$ cat config.mk
export PLATFORM = sky130hd
export DESIGN_NAME = mtnp_res_fifo
export DESIGN_NICKNAME = d
export VERILOG_FILES = /design/src/rtl/mtnp_pkg.sv /design/src/rtl/mtnp_res_fifo.sv
export SDC_FILE = /design/constraint.sdc
export NUM_CORES = 1
export LEC_CHECK = 0
export ABC_AREA = 0
export BUFFER_PORTS_ARGS = -buffer_cell sky130_fd_sc_hd__buf_2
export CAP_MARGIN = 20
export CORE_UTILIZATION = 50
export CTS_CLUSTER_SIZE = 8
export DETAILED_ROUTE_END_ITERATION = 12
export GPL_TIMING_DRIVEN = 0
export PLACE_DENSITY = 0.87
export SYNTH_ARGS = -nofsm -noshare
export SYNTH_HDL_FRONTEND = slang
export SYNTH_SLANG_ARGS = --single-unit
$ cat constraint.sdc
create_clock -name clk_i -period 5.1 [get_ports clk_i]
set_input_delay 0.255 -clock clk_i [delete_from_list [all_inputs] [get_ports clk_i]]
set_output_delay 0.255 -clock clk_i [all_outputs]
set_load 0.05 [all_outputs]
$ cat src/rtl/mtnp_pkg.sv
package mtnp_pkg;

  localparam int NOTE_COUNT      = 128;
  localparam int DEF_STACK_DEPTH = 4;

  localparam int BYTE_W = 8;
  localparam int NOTE_W = 7;
  localparam int VEL_W  = 7;
  localparam int TICK_W = 32;

  localparam int OUT_FIELDS_W = NOTE_W + VEL_W + 2 * TICK_W;
  localparam int OUT_TDATA_W  = ((OUT_FIELDS_W + 7) / 8) * 8;

  // status byte codes
  localparam logic [3:0] ST_NOTE_OFF_HI = 4'h8;
  localparam logic [3:0] ST_NOTE_ON_HI  = 4'h9;
  localparam logic [3:0] ST_PROGRAM_HI  = 4'hC;
  localparam logic [3:0] ST_PRESSURE_HI = 4'hD;
  localparam logic [7:0] ST_META        = 8'hFF;

  // result kinds
  localparam logic KIND_NOTE = 1'b0;
  localparam logic KIND_DROP = 1'b1;

  typedef enum logic [2:0] {
    PH_DELTA     = 3'd0,
    PH_STATUS    = 3'd1,
    PH_DATA1     = 3'd2,
    PH_DATA2     = 3'd3,
    PH_META_TYPE = 3'd4,
    PH_META_LEN  = 3'd5,
    PH_SKIP      = 3'd6
  } phase_e;

  // note request from the parser to the stack
  typedef struct packed {
    logic              valid;
    logic              on;
    logic              clr;
    logic [NOTE_W-1:0] note;
    logic [VEL_W-1:0]  vel;
    logic [TICK_W-1:0] tick;
  } note_op_t;

  typedef struct packed {
    logic              kind;
    logic [NOTE_W-1:0] note;
    logic [VEL_W-1:0]  vel;
    logic [TICK_W-1:0] on_tick;
    logic [TICK_W-1:0] off_tick;
  } result_t;

endpackage

$ cat src/rtl/mtnp_res_fifo.sv
module mtnp_res_fifo
  import mtnp_pkg::*;
(
  input  logic    clk_i,
  input  logic    rst_ni,
  input  logic    push_i,
  input  result_t data_i,
  input  logic    ready_i,
  output logic    valid_o,
  output result_t data_o,
  output logic    full_o
);

  result_t    mem_q [2];
  logic       wr_ptr_q, rd_ptr_q;
  logic [1:0] cnt_q;
  logic       pop;

  assign valid_o = cnt_q != 2'd0;
  assign full_o  = cnt_q == 2'd2;
  assign data_o  = mem_q[rd_ptr_q];
  assign pop     = valid_o && ready_i;

  always_ff @(posedge clk_i) begin
    if (push_i) begin
      mem_q[wr_ptr_q] <= data_i;
    end
  end

  always_ff @(posedge clk_i or negedge rst_ni) begin
    if (!rst_ni) begin
      wr_ptr_q <= 1'b0;
      rd_ptr_q <= 1'b0;
      cnt_q    <= 2'd0;
    end else begin
      if (push_i) begin
        wr_ptr_q <= !wr_ptr_q;
      end
      if (pop) begin
        rd_ptr_q <= !rd_ptr_q;
      end
      cnt_q <= cnt_q + {1'b0, push_i} - {1'b0, pop};
    end
  end

endmodule

==> summary.md <==
| Metric | Value |
|---|---|
| RSZ-0062 raised after global routing | false |
| Synth cell types | 13 |
| Fill cell count | 846 |
| Setup Fix Bufs, Post-CTS | 0 |
| Worst path max stage delay | 0.34 ns |
| Max-cap viol count | 0 |
| GRT overflow | 0 |
| CTS tree | yes |
| Clock latency on the worst-skew pair | 0.42 ns |
| First-pass GRT wire length | 15100 um |
| Worst Setup SP | rd_ptr_q |
| Crit path capture | data_o[42] |
| Post-detail-place hpwl | 6920 um |
| Post-synth EDFFs | 158 |
| DR vias/cell | 4.76 |
| CP Data Required Time | 4.85 ns |
| WP buf/inv | 3 |
| Antenna Nets Post-Route | 0 |
| Fmax | 510 MHz |
| Cts bufs inserted | 17 |
| Syn. warnings | 0 |
| Crit Path Max Fanout | 10 |
| PostCTS Resize Cnt | 0 |
| Clock Skew | 0.00488 ns |
| Final Critical Period | 1.96 ns |
| Worst setup SP type | register |
| Leading cell types by count after synthesis | edfxtp_1, mux2_4, buf_12 |
| Initial antenna violation count | 0 |
| Mapped Area | 0.00630 mm^2 |
| Final instance area | 0.00797 mm^2 |
| Crit path arrival time | 1.71 ns |
| # rows | 40 |
| Pin count of the biggest net entering global routing | 51 |
| R2R depth | 3 |
| Layout area overhead | 26.4% |
| Vias in the first global route | 3035 |
| Die Width | 114 um |
| Placer Congestion | 0.669 |
| Final hold vios | 0 |
| WL final | 10200 um |
| Slew HR | 0.504 |
| Drc violations | 0 |
| Synth Flop Type | edfxtp_1 |
| Min-Delay Path Class | input port to register |
| Post-synth top area cell | edfxtp_1 |
| I/O pin cnt | 164 |
| GRT Total Usage | 0.163 |
| Final Slew Violations | 0 |
| Total vias in the final route | 2992 |
| Cell family with most CP delay | buffers and inverters |
| Placeable Area | 0.0122 mm^2 |
| Synth top area cells | edfxtp_1, mux2_4, buf_12 |
| R2R Path Start | wr_ptr_q |
| H-Tree Depth | 4 |
| Seq/Total Area, Yosys | 0.769 |
| Worst Hold Depth | 1 |
| Ant. Diodes | 0 |
| Status | finished clean |
| Die H | 114 um |
| DRT Pass-1 Iters | 4 |
| Worst path slowest cell | dfrtp_1 |
| Die ar. | 0.0131 mm^2 |
| Leakage | 3.25 nW |
| Clk sink count | 162 |
| Final #Nets | 534 |
| Pwr Density | 675 mW/mm^2 |
| CP Depth | 4 |
| Worst slew pin tran | 0.743 ns |
| VDD IR max | 0.000370 V |
| Initial core utilization | 0.518 |
| Share of the synthesized area in the top cell type | 0.753 |
| RR Endpoint | mem_q[0][36] |
| Drt initial violations | 150 |
| Cell count after synthesis | 263 |
| Crit end category | output pin |
| Layout cells sized above 1 | 0.616 |
| Placed cell areas | 0.00741 mm^2 |
| Root buffer selected by CTS | clkbuf_16 |
| R2R setup slack | 3.22 ns |
| Crit share post-route | 0.385 |
| Clock-pin slew on the worst setup and hold paths | 0.06 ns |
| Clk buf depth | 2 |
| Number of port buffers | 163 |
| Async set-reset flop share out of synthesis | 0.0247 |
| Fin Hold WS | 0.0199 ns |
| Mapped Nets | 348 |
| Syn_area_per_cell | 24.0 um^2 |
| # setup viols final | 0 |
| Critical path type | register to output pin |
| Top-count cell post-synth | edfxtp_1 |
| Crit path cell chain | buf_6, buf_12, mux2_4, buf_2 |
| WL/cell | 16.2 um |
| Register bit total from synthesis | 162 |
[state kept, by name, summed over array words and instances (netlist names)]
name      flops
cnt_q         2
mem_q       158
rd_ptr_q      1
wr_ptr_q      1
[power by group]
part           leakage, nW  internal [W]  switching, W  total, W
Sequential            1.53       0.00177     0.0000710   0.00184
Combinational         1.46      0.000833       0.00152   0.00236
Clock                0.259      0.000708      0.000468   0.00118
[cells in the final DEF, fill, tap and decap left out, types with 2 or more instances in the layout]
cell / n
xor2_1: 2
clkinv_2: 4
buf_2: 163
clkinvlp_4: 4
ha_1: 2
clkinv_1: 2
buf_12: 10
mux2_4: 79
inv_1: 2
edfxtp_1: 158
dfrtp_1: 4
clkbuf_1: 2
xnor2_1: 2
clkbuf_16: 17
bufinv_16: 2
[layer usage]
layer | track usage | share of wire | vias up
met2 | 0.280 | 0.52 | 105
met4 | 0.0701 | 0.012 | 0
met5 | 0 | 0 | -
met3 | 0.0667 | 0.066 | 13
met1 | 0.179 | 0.40 | 1463
li1 | - | - | 1411
[cell type report]
cell class	instances	area, um^2	area share
tap	168	210	0.0264
sequential	162	4840	0.608
clock buffer	19	433	0.0543
clock inverter	12	118	0.0148
timing repair buffer	167	893	0.112
buffer	9	171	0.0215
multi-input combinational	90	1290	0.162
inverter	2	7.51	0.000942
[stage by stage]
| step | worst slack, ns | total power, W | instances | utilization | TNS [ns] |
|---|---|---|---|---|---|
| after CTS | 3.10 | 0.00543 | 629 | 0.655 | 0 |
| after global placement | -1.09 | 0.00421 | 594 | 0.603 | -85.81 |
| final | 3.14 | 0.00537 | 629 | 0.655 | 0 |
| after global routing | 3.08 | 0.00557 | 629 | 0.655 | 0 |
| after floorplan | 0.668 | 0.00382 | 263 | - | 0 |
| after detailed placement | 3.19 | 0.00425 | 597 | 0.609 | 0 |
[worst min path at each step]
stage          slack, ns            to        from
6_report            0.02  mem_q[0][46]  data_i[46]
5_1_grt            0.002  mem_q[1][67]  data_i[67]
4_1_cts            0.001  mem_q[0][48]  data_i[48]
3_5_place_dp        0.07      cnt_q[0]      rst_ni
3_3_place_gp        0.06      cnt_q[0]      rst_ni
2_1_floorplan      -0.04      cnt_q[0]      rst_ni
[logic make-up after synthesis]
group,after synthesis,synth area share
AOI/OAI and AO/OA,1,0.00119
xor gates and xnor gates,4,0.00556
adders and majority gates,2,0.00397
buffers and inverters,11,0.0284
DFF,162,0.769
muxes,79,0.188
and+or+nand+nor,4,0.00397
[repair_timing]
item,CTS,global route
setup endpoints to repair,0,0
hold endpoints to repair,4,0
hold buffers,1,0
Power figures use the tool's default switching activity.
