## config.mk

```make
export PLATFORM = sky130hd
export DESIGN_NAME = mtnp_parser
export DESIGN_NICKNAME = d
export VERILOG_FILES = /design/src/rtl/mtnp_pkg.sv /design/src/rtl/mtnp_parser.sv
export SDC_FILE = /design/constraint.sdc
export NUM_CORES = 1
export LEC_CHECK = 0
export BUFFER_PORTS_ARGS = -buffer_cell sky130_fd_sc_hd__buf_2
export CELL_PAD_IN_SITES_DETAIL_PLACEMENT = 0
export CELL_PAD_IN_SITES_GLOBAL_PLACEMENT = 1
export CORE_MARGIN = 1.5
export CORE_UTILIZATION = 49
export DETAILED_ROUTE_END_ITERATION = 16
export PLACE_DENSITY_LB_ADDON = 0.08
export SYNTH_ARGS = -nofsm -noshare
export SYNTH_HDL_FRONTEND = slang
export SYNTH_SLANG_ARGS = --single-unit
```

## constraint.sdc

```tcl
create_clock -name clk_i -period 4.6 [get_ports clk_i]
set_input_delay 0.46 -clock clk_i [delete_from_list [all_inputs] [get_ports clk_i]]
set_output_delay 0.46 -clock clk_i [all_outputs]
set_load 0.05 [all_outputs]
```

## src/rtl/mtnp_pkg.sv

```systemverilog
package mtnp_pkg;

  localparam int NOTE_COUNT      = 128;
  localparam int DEF_STACK_DEPTH = 4;

  localparam int BYTE_W = 8;
  localparam int NOTE_W = 7;
  localparam int VEL_W  = 7;
  localparam int TICK_W = 32;

  localparam int OUT_FIELDS_W = NOTE_W + VEL_W + 2 * TICK_W;
  localparam int OUT_TDATA_W  = ((OUT_FIELDS_W + 7) / 8) * 8;

  // status byte codes
  localparam logic [3:0] ST_NOTE_OFF_HI = 4'h8;
  localparam logic [3:0] ST_NOTE_ON_HI  = 4'h9;
  localparam logic [3:0] ST_PROGRAM_HI  = 4'hC;
  localparam logic [3:0] ST_PRESSURE_HI = 4'hD;
  localparam logic [7:0] ST_META        = 8'hFF;

  // result kinds
  localparam logic KIND_NOTE = 1'b0;
  localparam logic KIND_DROP = 1'b1;

  typedef enum logic [2:0] {
    PH_DELTA     = 3'd0,
    PH_STATUS    = 3'd1,
    PH_DATA1     = 3'd2,
    PH_DATA2     = 3'd3,
    PH_META_TYPE = 3'd4,
    PH_META_LEN  = 3'd5,
    PH_SKIP      = 3'd6
  } phase_e;

  // note request from the parser to the stack
  typedef struct packed {
    logic              valid;
    logic              on;
    logic              clr;
    logic [NOTE_W-1:0] note;
    logic [VEL_W-1:0]  vel;
    logic [TICK_W-1:0] tick;
  } note_op_t;

  typedef struct packed {
    logic              kind;
    logic [NOTE_W-1:0] note;
    logic [VEL_W-1:0]  vel;
    logic [TICK_W-1:0] on_tick;
    logic [TICK_W-1:0] off_tick;
  } result_t;

endpackage

```

## src/rtl/mtnp_parser.sv

```systemverilog
module mtnp_parser
  import mtnp_pkg::*;
(
  input  logic              clk_i,
  input  logic              rst_ni,
  input  logic              accept_i,
  input  logic [BYTE_W-1:0] byte_i,
  input  logic              last_i,
  output note_op_t          op_o
);

  phase_e              phase_q, phase_d;
  logic [TICK_W-1:0]   delta_q, delta_d;
  logic [TICK_W-1:0]   tick_q, tick_d;
  logic [BYTE_W-1:0]   status_q, status_d;
  logic [NOTE_W-1:0]   first_q, first_d;
  logic [TICK_W-1:0]   skip_q, skip_d;

  always_comb begin
    logic [TICK_W-1:0] acc;
    logic [BYTE_W-1:0] st;
    logic              is_data;
    logic [1:0]        cnt;
    phase_d  = phase_q;
    delta_d  = delta_q;
    tick_d   = tick_q;
    status_d = status_q;
    first_d  = first_q;
    skip_d   = skip_q;
    acc      = '0;
    st       = status_q;
    is_data  = 1'b0;
    cnt      = 2'd0;
    if (accept_i) begin
      unique case (phase_q)
        PH_DELTA: begin
          acc = {delta_q[TICK_W-8:0], byte_i[6:0]};
          if (!byte_i[7]) begin
            tick_d  = tick_q + acc;
            delta_d = '0;
            phase_d = PH_STATUS;
          end else begin
            delta_d = acc;
          end
        end
        PH_STATUS: begin
          // a data byte here reuses the running status
          if (!byte_i[7]) begin
            st      = status_q;
            is_data = 1'b1;
          end else begin
            st       = byte_i;
            status_d = byte_i;
          end
          if (st[7:4] == ST_NOTE_ON_HI || st[7:4] == ST_NOTE_OFF_HI) begin
            if (is_data) begin
              first_d = byte_i[6:0];
              phase_d = PH_DATA2;
            end else begin
              phase_d = PH_DATA1;
            end
          end else if (st == ST_META) begin
            if (is_data) begin
              skip_d  = '0;
              phase_d = PH_META_LEN;
            end else begin
              phase_d = PH_META_TYPE;
            end
          end else begin
            cnt = (st[7:4] == ST_PROGRAM_HI || st[7:4] == ST_PRESSURE_HI) ? 2'd1 : 2'd2;
            cnt = cnt - {1'b0, is_data};
            skip_d  = TICK_W'(cnt);
            phase_d = (cnt != 2'd0) ? PH_SKIP : PH_DELTA;
          end
        end
        PH_DATA1: begin
          first_d = byte_i[6:0];
          phase_d = PH_DATA2;
        end
        PH_DATA2: begin
          phase_d = PH_DELTA;
        end
        PH_META_TYPE: begin
          skip_d  = '0;
          phase_d = PH_META_LEN;
        end
        PH_META_LEN: begin
          acc    = {skip_q[TICK_W-8:0], byte_i[6:0]};
          skip_d = acc;
          if (!byte_i[7]) begin
            phase_d = (acc != '0) ? PH_SKIP : PH_DELTA;
          end
        end
        PH_SKIP: begin
          acc    = (skip_q != '0) ? skip_q - TICK_W'(1) : skip_q;
          skip_d = acc;
          if (acc == '0) begin
            phase_d = PH_DELTA;
          end
        end
        default: begin
          phase_d = PH_DELTA;
        end
      endcase
      if (last_i) begin
        phase_d  = PH_DELTA;
        delta_d  = '0;
        tick_d   = '0;
        status_d = '0;
        first_d  = '0;
        skip_d   = '0;
      end
    end
  end

  // note request goes out on the second data byte of a note message
  always_comb begin
    op_o       = '0;
    op_o.valid = accept_i && (phase_q == PH_DATA2);
    op_o.on    = (status_q[7:4] == ST_NOTE_ON_HI) && (byte_i[6:0] != '0);
    op_o.clr   = last_i;
    op_o.note  = first_q;
    op_o.vel   = byte_i[6:0];
    op_o.tick  = tick_q;
  end

  always_ff @(posedge clk_i or negedge rst_ni) begin
    if (!rst_ni) begin
      phase_q  <= PH_DELTA;
      delta_q  <= '0;
      tick_q   <= '0;
      status_q <= '0;
      first_q  <= '0;
      skip_q   <= '0;
    end else begin
      phase_q  <= phase_d;
      delta_q  <= delta_d;
      tick_q   <= tick_d;
      status_q <= status_d;
      first_q  <= first_d;
      skip_q   <= skip_d;
    end
  end

endmodule

```

==> impl_metrics.py, run 1 <==
metrics = {
    "run_status": {
        "status": "finished clean",
    },
    "global_route": {
        "grt-ovfl-total": 0,
        "antenna_found_initial": 0,
        "grt_pass1_vias": 6677,
        "grt_first_pass_wirelength_microns": 34490,
        "grt_max_degree": 74,
        "grtUsageTotal": 0.2730,
    },
    "synth": {
        "ys_seq_elements": 107,
        "syn-num-nets": 960,
        "synth-seq-area-share": 0.3600,
        "synth-edff-count": 0,
        "async_reset_ff_frac": 1.000,
        "avgSynthCellArea_sq_um": 8.156,
        "yosysTopAreaCellShare": 0.3600,
        "synth_warnings": 0,
        "syn_area_sq_mm": 0.007438,
        "synth_cell_types": 71,
        "synthCells": 912,
        "yosys-top-cells-area": "dfrtp_1, o21ai_0, nand2_1, ha_1, a21oi_1",
        "yosysTopAreaCell": "dfrtp_1",
        "synth_flop_cell": "dfrtp_1",
    },
    "floorplan": {
        "core_area_sq_mm": 0.01470,
        "die_w_microns": 126.2,
        "die_y_microns": 126.2,
        "initial_core_util": 0.5060,
        "dieArea_sq_mm": 0.01593,
        "rows": 44,
        "ios": 61,
    },
    "route": {
        "viasPerCell": 6.297,
        "drt-total-wl_microns": 21320,
        "drc": 0,
        "routedWlPerCell_microns": 19.14,
        "first_pass_iters": 6,
        "vias": 7015,
        "drt_iter0_markers": 717,
        "ant_nets": 0,
    },
    "place": {
        "post_dp_cell_area_sq_mm": 0.007732,
        "hpwlAfterDp_microns": 15030,
        "routabilityCongestion": 0.9694,
        "io_buffers": 60,
    },
    "sta": {
        "period_needed_ps": 3635,
        "worst_pin_slew_ps": 1205,
        "fin_hold_ws_ps": 247.4,
        "finalCritPeriodShare": 0.7902,
        "rsz0062_at_grt": "no",
        "setup-tns-final_ps": 0,
        "fmax_ghz": 0.2751,
        "final-hold-violation-count": 0,
        "fin_skew_ps": 8.767,
        "slew_violations": 0,
        "slew-limit-headroom": 0.1883,
        "setup_viol": 0,
    },
    "critical_path": {
        "startpoint_type": "register",
        "reg2regPathDepth": 9,
        "r2r-start": "skip_q[18]",
        "crit_type": "reg -> reg",
        "critPathMaxFanout": 22,
        "reg2reg_to": "phase_q[1]",
        "endpoint_kind": "register",
        "reg2reg_slack_ps": 970,
        "startpoint": "skip_q[18]",
        "crit_arrival_ps": 3870,
        "cp.required_ps": 4840,
    },
    "final_layout": {
        "finalNetCount": 973,
        "n_antenna_cell": 0,
        "area_growth_pct": 7.889,
        "layout-drive-gt1-share": 0.1140,
        "final_area_sq_mm": 0.008025,
    },
    "clock_network": {
        "path_clk_slew_ps": 80,
        "clock_latency_ps": 370,
        "root_buffer": "clkbuf_16",
        "cts_buffers": 9,
        "cts_hold_buffers": 0,
        "clock-sinks": 107,
        "cts_resized": 0,
        "cts_tree": "yes",
        "cts_max_level": 3,
        "postCtsSetupRepairBufs": 0,
        "cts_buffer_depth": 2,
    },
    "power_and_ir_drop": {
        "static-leakage-power_nw": 3.625,
        "p_per_area_mw_per_mm2": 514.4,
        "vdd_drop_max_mv": 0.3128,
    },
    "run": {
        "cap_violations": 0,
    },
    "worst_hold_path": {
        "hold_path_class": "in -> async",
    },
}
==> worst max-delay path, stage by stage, from the launching register on <==
cell	delay (ps)
dfrtp_1	580
nor4_4	510
or3b_1	550
or3_4	570
a211oi_1	300
o21ai_1	180
nor4_4	300
a31oi_2	210
o21ai_1	200
o31ai_1	90
==> how the worst max path moves through the flow <==
stage	endpoint	slack, ps	cells past startpoint
3_3_place_gp	phase_q[0]	980	9
3_5_place_dp	phase_q[0]	1010	9
4_1_cts	phase_q[0]	970	9
6_report	phase_q[1]	970	9
5_1_grt	phase_q[0]	670	9
2_1_floorplan	phase_q[0]	1510	11
==> area by class of cell <==
class / instances / area (sq um)
multi-input combinational: 727 / 4409
sequential: 107 / 2678
fill: 1348 / 6674
inverter: 10 / 37.54
timing repair buffer: 70 / 377.9
clock buffer: 10 / 229.0
clock inverter: 6 / 63.81
tap: 184 / 230.2
==> power breakdown <==
part	total [mW]	internal, mW	leakage (nW)	switching (mW)
Clock	0.795	0.388	0.141	0.408
Combinational	2.10	0.673	2.02	1.43
Sequential	1.23	1.07	1.47	0.168
Total	4.13	2.13	3.62	2.00
==> sequential cells by signal (all words and copies together), names as in the netlist <==
signal,flops
skip_q,32
tick_q,32
delta_q,25
status_q,8
first_q,7
phase_q,3
==> metrics by stage <==
| step | instances | worst slack, ps | utilization | total power [mW] |
|---|---|---|---|---|
| after floorplan | 912 | 1510 | - | 2.864 |
| after CTS | 1114 | 974.2 | 0.5460 | 4.128 |
| after global placement | 1098 | 983.0 | 0.5260 | 3.303 |
| after global routing | 1114 | 667.5 | 0.5460 | 4.401 |
| after detailed placement | 1098 | 1008 | 0.5260 | 3.315 |
| final | 1114 | 965.3 | 0.5460 | 4.128 |
==> cells in the mapped netlist (all sizes together) (5+ instances only) <==
library cell / number
ha: 35
a21o: 13
xor2: 16
nor4: 15
or4: 6
nand2: 136
xnor2: 18
o31ai: 12
o21ai: 132
or3: 10
buf: 17
nand4: 11
inv: 10
nand2b: 23
nor2b: 9
a31oi: 10
clkbuf: 51
nor3: 36
nand3: 16
nor2: 50
a22o: 9
and3: 7
a21oi: 70
dfrtp: 107
a211oi: 6
a22oi: 14
o211ai: 5
nor4b: 5
==> per-layer routing <==
metal,up-vias,global-route usage,part of all wire
met2,234,0.4641,0.48
li1,3328,-,-
met5,-,0,0
met1,3412,0.3509,0.44
met4,0,0.1041,0.025
met3,41,0.04333,0.048
==> placed cells by master (no fill, tap or decap), drive strengths merged, types with 4 or more instances in the layout <==
cell	n
or3	10
nor3b	4
o21ai	132
nand2b	23
o21a	4
and2	4
a22oi	14
a21boi	4
nor3	36
nand2	136
xnor2	18
nand4	11
nand3b	4
nor2b	9
dfrtp	107
a211oi	6
buf	70
or4	6
o41ai	4
and3	7
inv	15
clkbuf	10
a21o	13
ha	35
or2	4
a22o	9
o31ai	12
nor4b	5
a32o	4
a31oi	10
xor2	16
o211ai	5
nor2	50
a21oi	70
nand3	16
nor4	15
==> logic make-up after synthesis <==
logic type,share of synthesized area
AO/OA/AOI/OAI,0.2478
adder cells (fa/ha/maj),0.06156
buffers and inverters,0.04828
multiplexers,0.001514
flip-flops,0.3600
AND/OR/NAND/NOR,0.2409
XOR/XNOR,0.04003
Note: power is estimated with default switching activity, not from simulation.
==> inputs of run 2 (changes only) <==
--- a/config.mk
+++ b/config.mk
@@ -5,11 +5,12 @@
 export SDC_FILE = /design/constraint.sdc
 export NUM_CORES = 1
 export LEC_CHECK = 0
+export ABC_AREA = 1
 export BUFFER_PORTS_ARGS = -buffer_cell sky130_fd_sc_hd__buf_2
 export CELL_PAD_IN_SITES_DETAIL_PLACEMENT = 0
 export CELL_PAD_IN_SITES_GLOBAL_PLACEMENT = 1
 export CORE_MARGIN = 1.5
-export CORE_UTILIZATION = 49
+export CORE_UTILIZATION = 44
 export DETAILED_ROUTE_END_ITERATION = 16
 export PLACE_DENSITY_LB_ADDON = 0.08
 export SYNTH_ARGS = -nofsm -noshare
==> constraint.sdc (replaced) <==
create_clock -name clk_i -period 3.55 [get_ports clk_i]
set_input_delay 0.355 -clock clk_i [delete_from_list [all_inputs] [get_ports clk_i]]
set_output_delay 0.355 -clock clk_i [all_outputs]
set_load 0.05 [all_outputs]
==> run 2 against run 1 <==
Net effect:
- the run now ends with hold timing left
- first-iteration DRC count shrank 42%
- critical path depth up 6
- hold slack got worse by 260 ps
- die area grew 18%
- worst setup slack worse by 110 ps
- global-route usage is 0.63 points lower
- total power up 34%
- fmax increased by 35%
- combinational power up 39%
- synthesized cell count increased by 26%
- highest routed layer unchanged
==> impl_metrics.py, run 2 <==
metrics = {
    "critical_path": {
        "endpoint_kind": "register",
        "r2r-start": "skip_q[0]",
        "cp.required_ps": 3810,
        "reg2reg_to": "phase_q[0]",
        "reg2regPathDepth": 15,
        "crit_arrival_ps": 2960,
        "reg2reg_slack_ps": 850,
        "startpoint": "skip_q[0]",
        "startpoint_type": "register",
        "critPathMaxFanout": 24,
        "crit_type": "reg -> reg",
    },
    "run": {
        "cap_violations": 0,
    },
    "sta": {
        "fmax_ghz": 0.3706,
        "rsz0062_at_grt": "no",
        "period_needed_ps": 2698,
        "finalCritPeriodShare": 0.7601,
        "slew-limit-headroom": 0.2666,
        "final-hold-violation-count": 7,
        "worst_pin_slew_ps": 1099,
        "fin_skew_ps": 13.08,
        "setup-tns-final_ps": 0,
        "setup_viol": 0,
        "slew_violations": 0,
        "fin_hold_ws_ps": -7.909,
    },
    "final_layout": {
        "final_common_cell": "nand2_1",
        "top_regs": "skip_q: 32 flops, tick_q: 32 flops, delta_q: 25 flops",
        "area_growth_pct": 8.891,
        "layout-drive-gt1-share": 0.1089,
        "layout_common_cells": "nand2_1, nor2_1, inv_1",
        "finalNetCount": 1237,
        "final_cells": 1419,
        "n_antenna_cell": 0,
    },
    "synth": {
        "ys_seq_elements": 107,
        "avgSynthCellArea_sq_um": 6.853,
        "yosysTopAreaCellShare": 0.3391,
        "async_reset_ff_frac": 1.000,
        "netlist_top_cells_count": "nand2_1, nor2_1, inv_1",
        "yosysMostFrequentCell": "nand2_1",
        "synth_warnings": 0,
        "syn_area_sq_mm": 0.007895,
        "synth_flop_cell": "dfrtp_1",
        "yosys-top-cells-area": "dfrtp_1, nand2_1, o21ai_0, nor2_1, nand3_1",
        "synth-seq-area-share": 0.3391,
        "yosysTopAreaCell": "dfrtp_1",
        "synth_cell_types": 46,
        "syn-num-nets": 1200,
        "synth-edff-count": 0,
        "synthCells": 1152,
    },
    "place": {
        "io_buffers": 60,
        "dp_cells": 1403,
        "routabilityCongestion": 0.8783,
        "hpwlAfterDp_microns": 18050,
    },
    "power_and_ir_drop": {
        "total_power_mw": 5.548,
        "sw_frac_of_total": 0.5062,
        "p_per_area_mw_per_mm2": 645.3,
        "vdd_drop_max_mv": 0.4474,
        "power_frac_seq": 0.286,
        "p_int_mw": 2.740,
        "clkPwrFrac": 0.187,
        "static-leakage-power_nw": 4.447,
        "p_sw_mw": 2.808,
        "power_frac_comb": 0.527,
    },
    "route": {
        "ant_nets": 0,
        "routedWlPerCell_microns": 16.81,
        "drc": 0,
        "viasPerCell": 5.447,
        "drt_iter0_markers": 415,
        "first_pass_iters": 5,
        "vias": 7729,
        "drt-total-wl_microns": 23860,
    },
    "clock_network": {
        "cts_resized": 0,
        "clock-sinks": 107,
        "cts_tree": "yes",
        "path_clk_slew_ps": 80,
        "cts_max_level": 3,
        "clock_latency_ps": 370,
        "cts_buffer_depth": 2,
        "postCtsSetupRepairBufs": 0,
        "root_buffer": "clkbuf_16",
        "cts_buffers": 9,
        "cts_hold_buffers": 0,
    },
    "worst_hold_path": {
        "hold_path_class": "in -> async",
    },
    "global_route": {
        "grt_max_degree": 49,
        "grtUsageTotal": 0.2667,
        "antenna_found_initial": 0,
        "grt_pass1_vias": 7519,
        "grt-ovfl-total": 0,
        "grt_first_pass_wirelength_microns": 38730,
    },
    "floorplan": {
        "ios": 61,
        "core_area_sq_mm": 0.01742,
        "dieArea_sq_mm": 0.01876,
        "die_y_microns": 137.0,
        "initial_core_util": 0.4533,
        "rows": 48,
        "die_w_microns": 137.0,
    },
    "run_status": {
        "status": "finished, violations left",
        "violations": "hold timing",
    },
}
run 2: cell types whose count changed after synthesis, sizes merged, moves of 10 or more:
cell	before	now
nand3	16	93
inv	10	125
nand2b	23	0
nand2	136	306
nor2	50	143
or3	10	0
clkbuf	51	18
nor3	36	11
o22ai	0	25
xnor2	18	2
nor4	15	3
a21oi	70	57
a22oi	14	0
run 2: final cells by class:
class / instances / area (sq um)
Timing Repair Buffer: 67 / 355.3
Clock inverter: 6 / 58.81
Multi-Input combinational cell: 878 / 4512
Sequential cell: 107 / 2678
Fill cell: 1858 / 8820
Tap cell: 225 / 281.5
Clock buffer: 10 / 239.0
Inverter: 126 / 473.0
run 2: layer usage:
metal,vias to the layer above,track usage,routed length [microns]
li1,3921,-,-
met1,3624,0.3492,11210
met2,152,0.4500,11300
met3,32,0.04407,824
met4,0,0.08246,527
met5,-,0,0
run 2: stage by stage:
| step | cell area [sq um] | setup slack, ps | utilization | hold slack, ps |
|---|---|---|---|---|
| final | 8597 | 851.7 | 0.4936 | -7.909 |
| after global routing | 8597 | 674.4 | 0.4936 | 37.83 |
| after CTS | 8597 | 853.7 | 0.4936 | 16.41 |
| after detailed placement | 8299 | 722.7 | 0.4765 | 411.2 |
| after global placement | 8299 | 787.7 | 0.4765 | 408.5 |
| after floorplan | 7895 | 1144 | - | 59.41 |
run 2: worst max-delay path by stage:
stage	endpoint	cells after the start
2_1_floorplan	tick_q[18]	14
3_3_place_gp	skip_q[31]	12
3_5_place_dp	skip_q[31]	12
4_1_cts	phase_q[2]	15
5_1_grt	phase_q[2]	15
6_report	phase_q[0]	15
run 2: power by group through the flow:
stage | clock (mW) | combinational (mW) | sequential, mW
finish | 1.04 | 2.92 | 1.59
global route | 1.10 | 3.25 | 1.61
CTS | 1.06 | 2.92 | 1.59
detailed placement | 0 | 2.91 | 1.61
global placement | 0 | 2.91 | 1.61
floorplan | 0 | 1.81 | 2.01
run 2: cell families after synthesis:
group                    synth area share
buffers and inverters             0.08938
flip-flops                         0.3391
XOR/XNOR                          0.01664
AND/OR/NAND/NOR                    0.3179
adder cells (fa/ha/maj)           0.05800
AO/OA/AOI/OAI                      0.1789
run 2: worst max-delay path, cell delays in order (launching register included):
cell	delay (ps)
dfrtp_1	380
inv_1	250
ha_1	250
nand2_2	80
nor2_4	130
nand4_4	370
inv_1	320
a21oi_1	70
nor2_1	140
nand2_1	100
nor2_1	110
nand2_1	110
nand2_2	110
nand2_2	70
nand2_1	70
nand2_1	50
==> inputs of run 3 (changes only) <==
==> constraint.sdc (replaced) <==
create_clock -name clk_i -period 2.6 [get_ports clk_i]
set_input_delay 0.26 -clock clk_i [delete_from_list [all_inputs] [get_ports clk_i]]
set_output_delay 0.26 -clock clk_i [all_outputs]
set_load 0.05 [all_outputs]
==> run 3 against run 2 <==
Net effect:
- the flow now finishes without violations
- hold slack improved by 250 ps
- sequential share of layout area decreased by 1.1 points
- critical path type unchanged
- count of clock-buffer cells in the layout decreased by 1
- largest power group unchanged
- utilization increased by 1.7 points
- largest cell class unchanged
- register-to-register slack got worse by 630 ps
- worst setup slack got worse by 630 ps
- final cell count increased by 1.9%
- design area increased by 3.5%
- sequential power increased by 36%
- total power increased by 42%
- critical path depth unchanged
- via count increased by 2.5%
==> impl_metrics.py, run 3 (synthesized netlist as in run 2, its figures left out) <==
metrics = {
    "final_layout": {
        "area_growth_pct": 12.71,
        "layout_common_cells": "nand2_1, nor2_1, inv_1",
        "final_core_util": 0.5109,
        "final_common_cell": "nand2_1",
        "n_antenna_cell": 0,
        "layout-drive-gt1-share": 0.1368,
        "top_regs": "skip_q: 32 flops, tick_q: 32 flops, delta_q: 25 flops",
        "nFillCells": 1839,
        "finalNetCount": 1264,
    },
    "sta": {
        "worst_pin_slew_ps": 493.0,
        "fin_hold_ws_ps": 243.7,
        "setup-tns-final_ps": 0,
        "setup_viol": 0,
        "fmax_ghz": 0.4210,
        "finalCritPeriodShare": 0.9136,
        "slew_violations": 0,
        "fin_ws_ps": 224.7,
        "period_needed_ps": 2375,
        "final-hold-violation-count": 0,
        "slew-limit-headroom": 0.6713,
        "fin_skew_ps": 9.176,
    },
    "global_route": {
        "grt_pass1_vias": 7740,
        "grt_first_pass_wirelength_microns": 40350,
        "grt_max_degree": 50,
        "grtUsageTotal": 0.2781,
        "antenna_found_initial": 0,
        "grt-ovfl-total": 0,
    },
    "floorplan": {
        "core_area_sq_mm": 0.01742,
        "die_w_microns": 137.0,
        "rows": 48,
        "die_y_microns": 137.0,
        "dieArea_sq_mm": 0.01876,
        "initial_core_util": 0.4533,
        "ios": 61,
    },
    "power_and_ir_drop": {
        "static-leakage-power_nw": 4.598,
        "vdd_drop_max_mv": 0.6822,
        "p_per_area_mw_per_mm2": 886.8,
        "total_power_mw": 7.891,
    },
    "worst_hold_path": {
        "hold_path_class": "in -> reg",
    },
    "route": {
        "routedWlPerCell_microns": 17.19,
        "first_pass_iters": 5,
        "drt-total-wl_microns": 24850,
        "vias": 7925,
        "viasPerCell": 5.481,
        "drt_iter0_markers": 540,
        "drc": 0,
        "ant_nets": 0,
    },
    "clock_network": {
        "postCtsSetupRepairBufs": 0,
        "clock_latency_ps": 370,
        "path_clk_slew_ps": 80,
        "clock-sinks": 107,
        "cts_max_level": 3,
        "cts_buffers": 9,
        "root_buffer": "clkbuf_16",
        "cts_buffer_depth": 2,
        "cts_tree": "yes",
    },
    "critical_path": {
        "startpoint_type": "register",
        "endpoint_kind": "register",
        "cp.required_ps": 2860,
        "critPathMaxFanout": 4,
        "crit_arrival_ps": 2630,
        "crit_type": "reg -> reg",
    },
    "place": {
        "routabilityCongestion": 0.9363,
        "io_buffers": 60,
        "dpl_worst_slack_ps": 80.58,
        "hpwlAfterDp_microns": 18920,
    },
    "run_status": {
        "status": "finished clean",
    },
    "run": {
        "cap_violations": 0,
    },
}
-- run 3: timing repair --
action                     CTS  global route
setup endpoints to repair    0             6
gates resized for setup      0            18
hold endpoints to repair    23             0
hold buffers                 1             0
-- run 3: power breakdown --
part / switching (mW) / internal (mW)
Sequential: 0.241 / 1.93
Clock: 0.712 / 0.758
Combinational: 3.00 / 1.26
Total: 3.95 / 3.94
-- run 3: layout make-up --
class,count,area (sq um),area share
multi-input cells,879,4586,0.5153
flip-flops and latches,107,2678,0.3009
repair buffers,93,578.1,0.06496
inverters,126,473.0,0.05315
well taps,225,281.5,0.03164
clock buffers,9,225.2,0.02531
clock inverters,7,77.57,0.008718
-- run 3: metal layers --
| metal | GRT usage | wire length (microns) | up-vias |
|---|---|---|---|
| met1 | 0.3766 | 11490 | 3721 |
| met4 | 0.08772 | 510 | 0 |
| met2 | 0.4707 | 11820 | 204 |
| met5 | 0 | 0 | - |
| li1 | - | - | 3969 |
| met3 | 0.02296 | 1028 | 31 |
-- run 3: worst paths after layout --
check                                 start     endpoint  slack (ps)  cells after the start
min in group asynchronous            rst_ni    tick_q[7]         340                      2
worst max-delay path             skip_q[10]   phase_q[0]         220                     15
worst min-delay path              byte_i[5]   first_q[5]         240                      3
max in group asynchronous            rst_ni   skip_q[31]        1430                      3
worst min register to register  delta_q[19]  delta_q[19]         500                      2
worst max register to register   skip_q[10]   phase_q[0]         220                     15
-- run 3: metrics by stage --
step	std cells	cell area [sq um]
after floorplan	1152	7895
after global placement	1428	8512
after detailed placement	1428	8512
after CTS	1445	8825
after global routing	1446	8899
final	1446	8899
-- run 3: critical path, stage by stage, from the launching register on --
cell     delay [ps]
dfrtp_1         440
nor2_1          200
nand2_1         120
nor2_1          290
nand2_1         210
xor2_1          190
nand2_1          90
nand2_1          70
nor2_1           90
nand2_1          90
nor2_1          100
nand2_1          80
nand2_2         100
nand2_2          70
nand2_1          80
nand2_1          50
